===== src/rtl/bas_pkg.sv =====
// Shared types, widths and codes for the buzzer alarm pattern sequencer.
// No dependencies; every other file imports this package.
package bas_pkg;

    localparam int CLK_W  = 27;
    localparam int FREQ_W = 17;
    localparam int MS_W   = 16;
    localparam int REP_W  = 8;
    localparam int MODE_W = 2;
    localparam int OWN_W  = 2;
    localparam int ADDR_W = 5;
    localparam int DATA_W = 32;

    localparam int DIV_STEPS = CLK_W;
    localparam int DIV_CNT_W = $clog2(DIV_STEPS);

    localparam logic [MODE_W-1:0] MODE_TICK     = 2'd0;
    localparam logic [MODE_W-1:0] MODE_TONE     = 2'd1;
    localparam logic [MODE_W-1:0] MODE_NOTIFY   = 2'd2;
    localparam logic [MODE_W-1:0] MODE_SHUTDOWN = 2'd3;

    localparam logic [OWN_W-1:0] OWN_NONE     = 2'd0;
    localparam logic [OWN_W-1:0] OWN_SINGLE   = 2'd1;
    localparam logic [OWN_W-1:0] OWN_NOTIFY   = 2'd2;
    localparam logic [OWN_W-1:0] OWN_SHUTDOWN = 2'd3;

    localparam logic [2:0] REG_SYS_CLK     = 3'd0;
    localparam logic [2:0] REG_ALARM_FREQ  = 3'd1;
    localparam logic [2:0] REG_NOTIFY_TONE = 3'd2;
    localparam logic [2:0] REG_NOTIFY_GAP  = 3'd3;
    localparam logic [2:0] REG_NOTIFY_REP  = 3'd4;
    localparam logic [2:0] REG_SHUT_TONE   = 3'd5;
    localparam logic [2:0] REG_SHUT_GAP    = 3'd6;
    localparam logic [2:0] REG_SHUT_REP    = 3'd7;

    localparam logic [CLK_W-1:0]  RST_SYS_CLK     = 27'd80000000;
    localparam logic [FREQ_W-1:0] RST_ALARM_FREQ  = 17'd2000;
    localparam logic [MS_W-1:0]   RST_NOTIFY_TONE = 16'd200;
    localparam logic [MS_W-1:0]   RST_NOTIFY_GAP  = 16'd3000;
    localparam logic [REP_W-1:0]  RST_NOTIFY_REP  = 8'd20;
    localparam logic [MS_W-1:0]   RST_SHUT_TONE   = 16'd500;
    localparam logic [MS_W-1:0]   RST_SHUT_GAP    = 16'd200;
    localparam logic [REP_W-1:0]  RST_SHUT_REP    = 8'd10;

    typedef struct packed {
        logic [CLK_W-1:0]  sys_clk;
        logic [FREQ_W-1:0] alarm_freq;
        logic [MS_W-1:0]   notify_tone;
        logic [MS_W-1:0]   notify_gap;
        logic [REP_W-1:0]  notify_rep;
        logic [MS_W-1:0]   shut_tone;
        logic [MS_W-1:0]   shut_gap;
        logic [REP_W-1:0]  shut_rep;
    } cfg_t;

    typedef struct packed {
        logic accept;
        logic publish;
    } cmd_t;

    typedef struct packed {
        logic div_busy;
    } status_t;

endpackage


===== src/rtl/bas_regs.sv =====
// APB configuration registers of the buzzer sequencer.
// Depends on bas_pkg.
module bas_regs (
    input  logic                      clk,
    input  logic                      rst_n,
    input  logic                      psel,
    input  logic                      penable,
    input  logic                      pwrite,
    input  logic [bas_pkg::ADDR_W-1:0] paddr,
    input  logic [bas_pkg::DATA_W-1:0] pwdata,
    output logic [bas_pkg::DATA_W-1:0] prdata,
    output logic                      pready,
    output bas_pkg::cfg_t             cfg
);
    import bas_pkg::*;

    cfg_t       cfg_reg;
    logic       wr_en;
    logic [2:0] idx;

    assign pready = 1'b1;
    assign wr_en  = psel && penable && pwrite;
    assign idx    = paddr[4:2];
    assign cfg    = cfg_reg;

    always_ff @(posedge clk or negedge rst_n)
    begin
        if (!rst_n)
        begin
            cfg_reg.sys_clk     <= RST_SYS_CLK;
            cfg_reg.alarm_freq  <= RST_ALARM_FREQ;
            cfg_reg.notify_tone <= RST_NOTIFY_TONE;
            cfg_reg.notify_gap  <= RST_NOTIFY_GAP;
            cfg_reg.notify_rep  <= RST_NOTIFY_REP;
            cfg_reg.shut_tone   <= RST_SHUT_TONE;
            cfg_reg.shut_gap    <= RST_SHUT_GAP;
            cfg_reg.shut_rep    <= RST_SHUT_REP;
        end
        else if (wr_en)
        begin
            case (idx)
                REG_SYS_CLK:     cfg_reg.sys_clk     <= pwdata[CLK_W-1:0];
                REG_ALARM_FREQ:  cfg_reg.alarm_freq  <= pwdata[FREQ_W-1:0];
                REG_NOTIFY_TONE: cfg_reg.notify_tone <= pwdata[MS_W-1:0];
                REG_NOTIFY_GAP:  cfg_reg.notify_gap  <= pwdata[MS_W-1:0];
                REG_NOTIFY_REP:  cfg_reg.notify_rep  <= pwdata[REP_W-1:0];
                REG_SHUT_TONE:   cfg_reg.shut_tone   <= pwdata[MS_W-1:0];
                REG_SHUT_GAP:    cfg_reg.shut_gap    <= pwdata[MS_W-1:0];
                REG_SHUT_REP:    cfg_reg.shut_rep    <= pwdata[REP_W-1:0];
                default:         cfg_reg             <= cfg_reg;
            endcase
        end
    end

    always_comb
    begin
        case (idx)
            REG_SYS_CLK:     prdata = DATA_W'(cfg_reg.sys_clk);
            REG_ALARM_FREQ:  prdata = DATA_W'(cfg_reg.alarm_freq);
            REG_NOTIFY_TONE: prdata = DATA_W'(cfg_reg.notify_tone);
            REG_NOTIFY_GAP:  prdata = DATA_W'(cfg_reg.notify_gap);
            REG_NOTIFY_REP:  prdata = DATA_W'(cfg_reg.notify_rep);
            REG_SHUT_TONE:   prdata = DATA_W'(cfg_reg.shut_tone);
            REG_SHUT_GAP:    prdata = DATA_W'(cfg_reg.shut_gap);
            REG_SHUT_REP:    prdata = DATA_W'(cfg_reg.shut_rep);
            default:         prdata = '0;
        endcase
    end

endmodule


===== src/rtl/bas_div.sv =====
// Restoring serial divider, one quotient bit per cycle: clock / frequency.
// Depends on bas_pkg.
module bas_div (
    input  logic                      clk,
    input  logic                      rst_n,
    input  logic                      start,
    input  logic [bas_pkg::CLK_W-1:0]  dividend,
    input  logic [bas_pkg::FREQ_W-1:0] divisor,
    output logic                      busy,
    output logic                      done,
    output logic [bas_pkg::CLK_W-1:0]  quotient
);
    import bas_pkg::*;

    logic                 busy_reg, busy_next;
    logic [DIV_CNT_W-1:0] cnt_reg, cnt_next;
    logic [CLK_W-1:0]     quo_reg, quo_next;
    logic [FREQ_W-1:0]    rem_reg, rem_next;
    logic [FREQ_W-1:0]    dsr_reg, dsr_next;
    logic [FREQ_W:0]      trial;
    logic [FREQ_W+1:0]    diff;
    logic                 ge;
    logic                 last;

    assign trial    = {rem_reg, quo_reg[CLK_W-1]};
    assign diff     = {1'b0, trial} - {2'b00, dsr_reg};
    assign ge       = ~diff[FREQ_W+1];
    assign last     = cnt_reg == DIV_CNT_W'(DIV_STEPS - 1);
    assign busy     = busy_reg;
    assign done     = busy_reg && last;
    assign quotient = {quo_reg[CLK_W-2:0], ge};

    always_comb
    begin
        busy_next = busy_reg;
        cnt_next  = cnt_reg;
        quo_next  = quo_reg;
        rem_next  = rem_reg;
        dsr_next  = dsr_reg;
        if (start)
        begin
            busy_next = 1'b1;
            cnt_next  = '0;
            quo_next  = dividend;
            rem_next  = '0;
            dsr_next  = divisor;
        end
        else if (busy_reg)
        begin
            quo_next  = quotient;
            rem_next  = ge ? diff[FREQ_W-1:0] : trial[FREQ_W-1:0];
            cnt_next  = cnt_reg + 1'b1;
            busy_next = !last;
        end
    end

    always_ff @(posedge clk or negedge rst_n)
    begin
        if (!rst_n)
        begin
            busy_reg <= 1'b0;
            cnt_reg  <= '0;
        end
        else
        begin
            busy_reg <= busy_next;
            cnt_reg  <= cnt_next;
        end
    end

    always_ff @(posedge clk)
    begin
        quo_reg <= quo_next;
        rem_reg <= rem_next;
        dsr_reg <= dsr_next;
    end

endmodule


===== src/rtl/bas_datapath.sv =====
// Sequencer datapath: timeout, pattern counters, PWM period/match and result beat.
// Depends on bas_pkg and bas_div.
module bas_datapath (
    input  logic                      clk,
    input  logic                      rst_n,
    input  bas_pkg::cfg_t             cfg,
    input  bas_pkg::cmd_t             cmd,
    output bas_pkg::status_t          status,
    input  logic [bas_pkg::MODE_W-1:0] mode,
    input  logic [bas_pkg::FREQ_W-1:0] freq_hz,
    input  logic [bas_pkg::MS_W-1:0]   duration_ms,
    output logic [bas_pkg::CLK_W-1:0]  period_count,
    output logic [bas_pkg::CLK_W-1:0]  match_count,
    output logic                      tone_on,
    output logic [bas_pkg::OWN_W-1:0]  timer_owner,
    output logic                      pattern_ended
);
    import bas_pkg::*;

    logic [MS_W-1:0]   rem_reg, rem_next;
    logic [OWN_W-1:0]  owner_reg, owner_next;
    logic              n_phase_reg, n_phase_next;
    logic [REP_W-1:0]  n_count_reg, n_count_next;
    logic              s_phase_reg, s_phase_next;
    logic [REP_W-1:0]  s_count_reg, s_count_next;
    logic [CLK_W-1:0]  period_reg, period_next;
    logic [CLK_W-1:0]  match_reg, match_next;
    logic              ended_reg, ended_next;

    logic [CLK_W-1:0]  o_period_reg;
    logic [CLK_W-1:0]  o_match_reg;
    logic              o_tone_reg;
    logic [OWN_W-1:0]  o_owner_reg;
    logic              o_ended_reg;

    logic              snd_set;
    logic [FREQ_W-1:0] snd_freq;
    logic [CLK_W-2:0]  half_clk;
    logic [FREQ_W-1:0] f_cl;
    logic              div_start;
    logic              div_busy;
    logic              div_done;
    logic [CLK_W-1:0]  div_q;

    assign half_clk = cfg.sys_clk[CLK_W-1:1];
    assign f_cl     = (CLK_W'(snd_freq) > CLK_W'(half_clk)) ?
                      half_clk[FREQ_W-1:0] : snd_freq;
    assign div_start = cmd.accept && snd_set && (f_cl != '0);

    bas_div u_div (
        .clk      (clk),
        .rst_n    (rst_n),
        .start    (div_start),
        .dividend (cfg.sys_clk),
        .divisor  (f_cl),
        .busy     (div_busy),
        .done     (div_done),
        .quotient (div_q)
    );

    assign status.div_busy = div_busy;

    always_comb
    begin
        logic             sel_notify;
        logic             pat_phase;
        logic [REP_W-1:0] pat_count;
        logic [REP_W-1:0] pat_reps;
        logic [MS_W-1:0]  pat_tone;
        logic [MS_W-1:0]  pat_gap;
        logic             pat_phase_next;
        logic [REP_W-1:0] pat_count_next;

        rem_next     = rem_reg;
        owner_next   = owner_reg;
        n_phase_next = n_phase_reg;
        n_count_next = n_count_reg;
        s_phase_next = s_phase_reg;
        s_count_next = s_count_reg;
        ended_next   = 1'b0;
        snd_set      = 1'b0;
        snd_freq     = '0;

        sel_notify     = owner_reg == OWN_NOTIFY;
        pat_phase      = sel_notify ? n_phase_reg : s_phase_reg;
        pat_count      = sel_notify ? n_count_reg : s_count_reg;
        pat_reps       = sel_notify ? cfg.notify_rep : cfg.shut_rep;
        pat_tone       = sel_notify ? cfg.notify_tone : cfg.shut_tone;
        pat_gap        = sel_notify ? cfg.notify_gap : cfg.shut_gap;
        pat_phase_next = ~pat_phase;
        pat_count_next = pat_count;

        case (mode)
            MODE_TICK:
            begin
                if (owner_reg != OWN_NONE)
                begin
                    if (rem_reg > MS_W'(1))
                    begin
                        rem_next = rem_reg - 1'b1;
                    end
                    else
                    begin
                        rem_next = '0;
                        if (owner_reg == OWN_SINGLE)
                        begin
                            owner_next = OWN_NONE;
                            snd_set    = 1'b1;
                        end
                        else
                        begin
                            snd_set = 1'b1;
                            if (!pat_phase)
                            begin
                                rem_next = pat_gap;
                            end
                            else if (pat_count < pat_reps)
                            begin
                                snd_freq       = cfg.alarm_freq;
                                rem_next       = pat_tone;
                                pat_count_next = pat_count + 1'b1;
                            end
                            else
                            begin
                                owner_next     = OWN_NONE;
                                pat_count_next = '0;
                                ended_next     = 1'b1;
                            end
                            if (sel_notify)
                            begin
                                n_phase_next = pat_phase_next;
                                n_count_next = pat_count_next;
                            end
                            else
                            begin
                                s_phase_next = pat_phase_next;
                                s_count_next = pat_count_next;
                            end
                        end
                    end
                end
            end
            MODE_TONE:
            begin
                snd_set    = 1'b1;
                snd_freq   = freq_hz;
                owner_next = OWN_SINGLE;
                rem_next   = duration_ms;
            end
            MODE_NOTIFY:
            begin
                snd_set    = 1'b1;
                snd_freq   = cfg.alarm_freq;
                owner_next = OWN_NOTIFY;
                rem_next   = cfg.notify_tone;
            end
            MODE_SHUTDOWN:
            begin
                snd_set    = 1'b1;
                snd_freq   = cfg.alarm_freq;
                owner_next = OWN_SHUTDOWN;
                rem_next   = cfg.shut_tone;
            end
            default:
            begin
                snd_set = 1'b0;
            end
        endcase
    end

    always_comb
    begin
        period_next = period_reg;
        match_next  = match_reg;
        if (cmd.accept && snd_set && (f_cl == '0))
        begin
            period_next = cfg.sys_clk;
            match_next  = cfg.sys_clk;
        end
        else if (div_done)
        begin
            period_next = div_q;
            match_next  = {1'b0, div_q[CLK_W-1:1]};
        end
    end

    always_ff @(posedge clk or negedge rst_n)
    begin
        if (!rst_n)
        begin
            rem_reg     <= '0;
            owner_reg   <= OWN_NONE;
            n_phase_reg <= 1'b0;
            n_count_reg <= '0;
            s_phase_reg <= 1'b0;
            s_count_reg <= '0;
            ended_reg   <= 1'b0;
            period_reg  <= RST_SYS_CLK;
            match_reg   <= RST_SYS_CLK;
        end
        else
        begin
            if (cmd.accept)
            begin
                rem_reg     <= rem_next;
                owner_reg   <= owner_next;
                n_phase_reg <= n_phase_next;
                n_count_reg <= n_count_next;
                s_phase_reg <= s_phase_next;
                s_count_reg <= s_count_next;
                ended_reg   <= ended_next;
            end
            period_reg <= period_next;
            match_reg  <= match_next;
        end
    end

    always_ff @(posedge clk)
    begin
        if (cmd.publish)
        begin
            o_period_reg <= period_reg;
            o_match_reg  <= match_reg;
            o_tone_reg   <= period_reg != match_reg;
            o_owner_reg  <= owner_reg;
            o_ended_reg  <= ended_reg;
        end
    end

    assign period_count  = o_period_reg;
    assign match_count   = o_match_reg;
    assign tone_on       = o_tone_reg;
    assign timer_owner   = o_owner_reg;
    assign pattern_ended = o_ended_reg;

endmodule


===== src/rtl/bas_ctrl.sv =====
// Sequencer controller: input handshake, wait on divider, output beat valid.
// Depends on bas_pkg.
module bas_ctrl (
    input  logic             clk,
    input  logic             rst_n,
    input  logic             s_tvalid,
    output logic             s_tready,
    output logic             m_tvalid,
    input  logic             m_tready,
    input  bas_pkg::status_t status,
    output bas_pkg::cmd_t    cmd
);
    import bas_pkg::*;

    localparam logic S_IDLE = 1'b0;
    localparam logic S_BUSY = 1'b1;

    logic state_reg, state_next;
    logic out_valid_reg, out_valid_next;
    logic out_free;

    assign s_tready    = state_reg == S_IDLE;
    assign out_free    = !out_valid_reg || m_tready;
    assign cmd.accept  = s_tvalid && s_tready;
    assign cmd.publish = (state_reg == S_BUSY) && !status.div_busy && out_free;
    assign m_tvalid    = out_valid_reg;

    always_comb
    begin
        state_next = state_reg;
        case (state_reg)
            S_IDLE:
            begin
                if (cmd.accept)
                begin
                    state_next = S_BUSY;
                end
            end
            S_BUSY:
            begin
                if (cmd.publish)
                begin
                    state_next = S_IDLE;
                end
            end
            default:
            begin
                state_next = S_IDLE;
            end
        endcase
    end

    always_comb
    begin
        if (cmd.publish)
        begin
            out_valid_next = 1'b1;
        end
        else if (m_tready)
        begin
            out_valid_next = 1'b0;
        end
        else
        begin
            out_valid_next = out_valid_reg;
        end
    end

    always_ff @(posedge clk or negedge rst_n)
    begin
        if (!rst_n)
        begin
            state_reg     <= S_IDLE;
            out_valid_reg <= 1'b0;
        end
        else
        begin
            state_reg     <= state_next;
            out_valid_reg <= out_valid_next;
        end
    end

endmodule


===== src/rtl/buzzer_alarm_pattern_sequencer.sv =====
// Buzzer alarm pattern sequencer, top level: APB registers, controller, datapath.
// The result beat is registered once the divider is idle and the output is free; the
// 27-step serial divider runs only when a tone starts, not when silenced or unchanged.
// One input item is processed at a time; the next beat is taken after the result
// is registered, even while that result still waits on m_tready.
// Reset (rst_n, async, active low): registers to defaults, silent, no timeout pending.
module buzzer_alarm_pattern_sequencer (
    input  logic                      clk,
    input  logic                      rst_n,
    input  logic                      psel,
    input  logic                      penable,
    input  logic                      pwrite,
    input  logic [bas_pkg::ADDR_W-1:0] paddr,
    input  logic [bas_pkg::DATA_W-1:0] pwdata,
    output logic [bas_pkg::DATA_W-1:0] prdata,
    output logic                      pready,
    input  logic                      s_tvalid,
    output logic                      s_tready,
    input  logic [39:0]               s_tdata,   // freq_hz[16:0], duration_ms[32:17]
    input  logic [1:0]                s_tuser,   // mode[1:0]
    output logic                      m_tvalid,
    input  logic                      m_tready,
    output logic [55:0]               m_tdata,   // period_count[26:0], match_count[53:27]
    output logic [2:0]                m_tuser,   // tone_on[0], timer_owner[2:1]
    output logic                      m_tlast    // pattern_ended
);
    import bas_pkg::*;

    cfg_t             cfg;
    cmd_t             cmd;
    status_t          status;
    logic [CLK_W-1:0] period_count;
    logic [CLK_W-1:0] match_count;
    logic             tone_on;
    logic [OWN_W-1:0] timer_owner;
    logic             pattern_ended;

    bas_regs u_regs (
        .clk     (clk),
        .rst_n   (rst_n),
        .psel    (psel),
        .penable (penable),
        .pwrite  (pwrite),
        .paddr   (paddr),
        .pwdata  (pwdata),
        .prdata  (prdata),
        .pready  (pready),
        .cfg     (cfg)
    );

    bas_ctrl u_ctrl (
        .clk      (clk),
        .rst_n    (rst_n),
        .s_tvalid (s_tvalid),
        .s_tready (s_tready),
        .m_tvalid (m_tvalid),
        .m_tready (m_tready),
        .status   (status),
        .cmd      (cmd)
    );

    bas_datapath u_dp (
        .clk           (clk),
        .rst_n         (rst_n),
        .cfg           (cfg),
        .cmd           (cmd),
        .status        (status),
        .mode          (s_tuser[MODE_W-1:0]),
        .freq_hz       (s_tdata[FREQ_W-1:0]),
        .duration_ms   (s_tdata[FREQ_W+MS_W-1:FREQ_W]),
        .period_count  (period_count),
        .match_count   (match_count),
        .tone_on       (tone_on),
        .timer_owner   (timer_owner),
        .pattern_ended (pattern_ended)
    );

    assign m_tdata = {2'b00, match_count, period_count};
    assign m_tuser = {timer_owner, tone_on};
    assign m_tlast = pattern_ended;

endmodule


===== config.mk =====
export PLATFORM = sky130hd
export DESIGN_NAME = buzzer_alarm_pattern_sequencer
export DESIGN_NICKNAME = d
export VERILOG_FILES = /design/src/rtl/bas_pkg.sv /design/src/rtl/bas_regs.sv /design/src/rtl/bas_div.sv /design/src/rtl/bas_datapath.sv /design/src/rtl/bas_ctrl.sv /design/src/rtl/buzzer_alarm_pattern_sequencer.sv
export SDC_FILE = /design/constraint.sdc
export NUM_CORES = 1
export LEC_CHECK = 0
export ABC_AREA = 1
export BUFFER_PORTS_ARGS = -buffer_cell sky130_fd_sc_hd__buf_2
export CAP_MARGIN = 20
export CORE_UTILIZATION = 41
export CTS_CLUSTER_SIZE = 10
export DETAILED_ROUTE_END_ITERATION = 8
export PLACE_DENSITY = 0.57
export SLEW_MARGIN = 20
export SYNTH_ARGS = -nofsm -noshare
export SYNTH_HDL_FRONTEND = slang
export SYNTH_SLANG_ARGS = --single-unit

===== constraint.sdc =====
create_clock -name clk -period 7.3 [get_ports clk]
set_clock_uncertainty 0.1 [all_clocks]
set_input_delay 0.365 -clock clk [delete_from_list [all_inputs] [get_ports clk]]
set_output_delay 0.365 -clock clk [all_outputs]
set_load 0.02 [all_outputs]

==> results.md <==
* Slew of the pin with the lowest slew margin at 1.05 ns
* Grt ovf at 0
* Commonest non-fill, non-tap cell in the layout: nand2_1
* CTS H-tree lvls at 2
* Util after Layout at 48.3%
* First-pass DRT Iterations at 6
* #FFs+latches synth at around 340
* PwrDens at 379 nW/µm²
* Drt total wl at 56.1 mm
* Layout area overhead at 15.7%
* CP required at 7.64 ns
* Antenna-violating nets left at 0
* Share of layout cells above drive strength 1 at 13.9%
* Detailed Place HPWL at 40.4 mm
* Max_slew headroom at between 20 and 30%
* CTS Root Cell: clkbuf_16
* Initial antenna violation count at 1
* Clock buffer depth at 3
* Port bufs at 158
* Die area at roughly 45,000 µm²
* Critical Path AT at between 7 and 8 ns
* Max-slew violations at 0
* Post-route insts no fill at 2,951
* Worst slack, placed at 0.709 ns
* Cell taking the most area after synthesis: dfrtp_1
* P_leak at approximately 9.6 nW
* Clk slew on worst S/H paths at ~0.060 ns
* Synth Instances at 2,172
* Max reg flops at about 120
* Routability congestion estimate at roughly 0.92
* Clock Sinks at 342
* Crit path largest cell delay at 0.62 ns
* Top cell by count, worst path: nand2_1
* Initial core utilization at 41.7%
* Row count at 76
* RSZ-0062 raised after global routing: no
* Setup TNS at 0 ns
* Die W at 212 µm
* Worst VDD drop at 184 µV
* Area contributors post-synth: dfrtp_1, edfxtp_1, nand2_1
* Die H at 212 µm
* Placed cells at about 2.8k
* Critical-path top delay cell: a21oi_1
* DRC violations left at 0
* Share of the yosys chip area belonging to registers at approximately half
* Drt wl/cell at between 15 and 20 µm
* Vias at 15.8k
* Final count of hold timing violations at 0
* # nets final at 2,465
* First-pass GRT wire length at 87.2 mm
* Vias in the first global route at 15.3k
* Cell variety after synth at 54
* Worst-skew pair later-pin latency at 0.58 ns
* Yosys warns at 0
* Final setup vio count at 0
* DRT iter0 DRCs at 1,265
* Yosys top cell area share at 23.6%
* Synthesized cell area at 18,000 µm²
* Final min period at 6.70 ns
* Largest net degree at the start of global routing at just over 90
* CP max FO at 54
* Most frequent cells in the layout: nand2_1, o21ai_0, inv_1, dfrtp_1, buf_2
* Core area at 43,200 µm²
* Crit Path Category: register to register
* Final WS setup at 0.603 ns
* Startpoint types: register
* Setup bufs post-CTS at 0
* Setup crit end kind: register
* Worst hold path type: input pin to register
* Tcrit/Tclk final at 91.7%
* Tot GR Track Use at 25.6%
* Syn_area_per_cell at 8.29 µm²
* Max cap viols at 0
* CTS tree: done
* Outcome: finished clean
* FMAX at 149 MHz
* IO Pins at between 150 and 200
* Cts bufs inserted at 42
* Vias per inst at roughly 5.4
==> area by class of cell <==
cell class	instances	area, µm²
antenna	1	2.50
clock buffer	68	1190
clock inverter	9	85.1
fill	4289	22300
inverter	224	848
multi-input combinational	1505	7610
sequential	342	9050
tap	585	732
timing repair buffer	217	1310
==> worst paths after layout <==
| check | from | endpoint | slack [ns] | depth (start not counted) |
|---|---|---|---|---|
| max in group asynchronous | rst_n | u_dp.period_reg[9] | 5.29 | 3 |
| min in group asynchronous | rst_n | u_dp.n_count_reg[5] | 0.33 | 2 |
| worst min-delay path | pwdata[0] | u_regs.cfg[40] | 0.04 | 3 |
| worst max-delay path | u_dp.owner_reg[1] | u_dp.period_reg[8] | 0.60 | 29 |
| worst max register to register | u_dp.owner_reg[1] | u_dp.period_reg[8] | 0.60 | 29 |
| worst min register to register | u_dp.u_div.rem_reg[16] | u_dp.u_div.rem_reg[16] | 0.37 | 2 |
==> synth_stat cells (all sizes together) <==
library cell  count
a221oi           20
o22ai            42
o21ai           258
a31oi             1
nand4            43
nand3b            5
clkbuf           64
inv             223
nor3b             1
a21oi           120
buf              43
conb              2
dfstp            53
fa                1
a32o              1
a22oi             1
ha               46
dfxtp            17
o21bai            1
nor4              7
edfxtp          102
nor2            109
xor2             30
a211oi            5
nand3            50
o21a              1
mux2              5
a41oi             1
a21o              2
o2111ai          10
a21boi            4
nand2           658
xnor2            19
nor3             28
a2111oi           1
o211ai           13
or2               2
dfrtp           170
clkinv            1
o31ai             1
o22a              1
o221ai           10
==> per-layer routing <==
layer	GRT usage, %	part of all wire (%)
met5	1.11	0.15
met1	33.9	44
met3	4.85	6.7
met4	11.5	4.1
met2	40.4	45
==> power by group <==
part / switching (mW) / leakage (nW) / internal (mW)
registers: 0.424 / 3.78 / 2.72
logic: 1.83 / 5.26 / 0.957
clock network: 0.813 / 0.615 / 1.15
==> critical path, delay by kind of cell (launching register included) <==
family | cells | cell delay [ns]
and+or+nand+nor | 18 | 3.09
AOI/OAI and AO/OA | 4 | 1.14
buffers and inverters | 5 | 1.01
adders and majority gates | 2 | 0.64
DFF | 1 | 0.50
==> cell families after synthesis <==
kind of cell    after synthesis  share of synthesized area, %
simple gates                903                          20.4
flops                       342                          50.3
xor+xnor                     49                          2.38
compound gates              493                          15.4
buf+inv                     331                          7.86
mux                           5                         0.313
fa+ha+maj                    47                          3.31
other cells                   2                        0.0417
==> what timing repair did <==
item | 4_1_cts | 5_1_grt
hold buffers | 27 | 0
hold endpoints to repair | 109 | 0
endpoints found under the setup margin | 0 | 53
gates resized for setup | 0 | 1
==> metrics by stage <==
stage	total power [mW]	hold WS (ns)	area, µm²
6_report	7.89	0.0367	20800
5_1_grt	8.44	0.0467	20800
4_1_cts	7.93	0.0107	20800
3_5_place_dp	5.93	0.368	19300
3_3_place_gp	5.88	0.353	19300
2_1_floorplan	5.07	-0.0306	18000
Note: power is estimated with default switching activity, not from simulation.
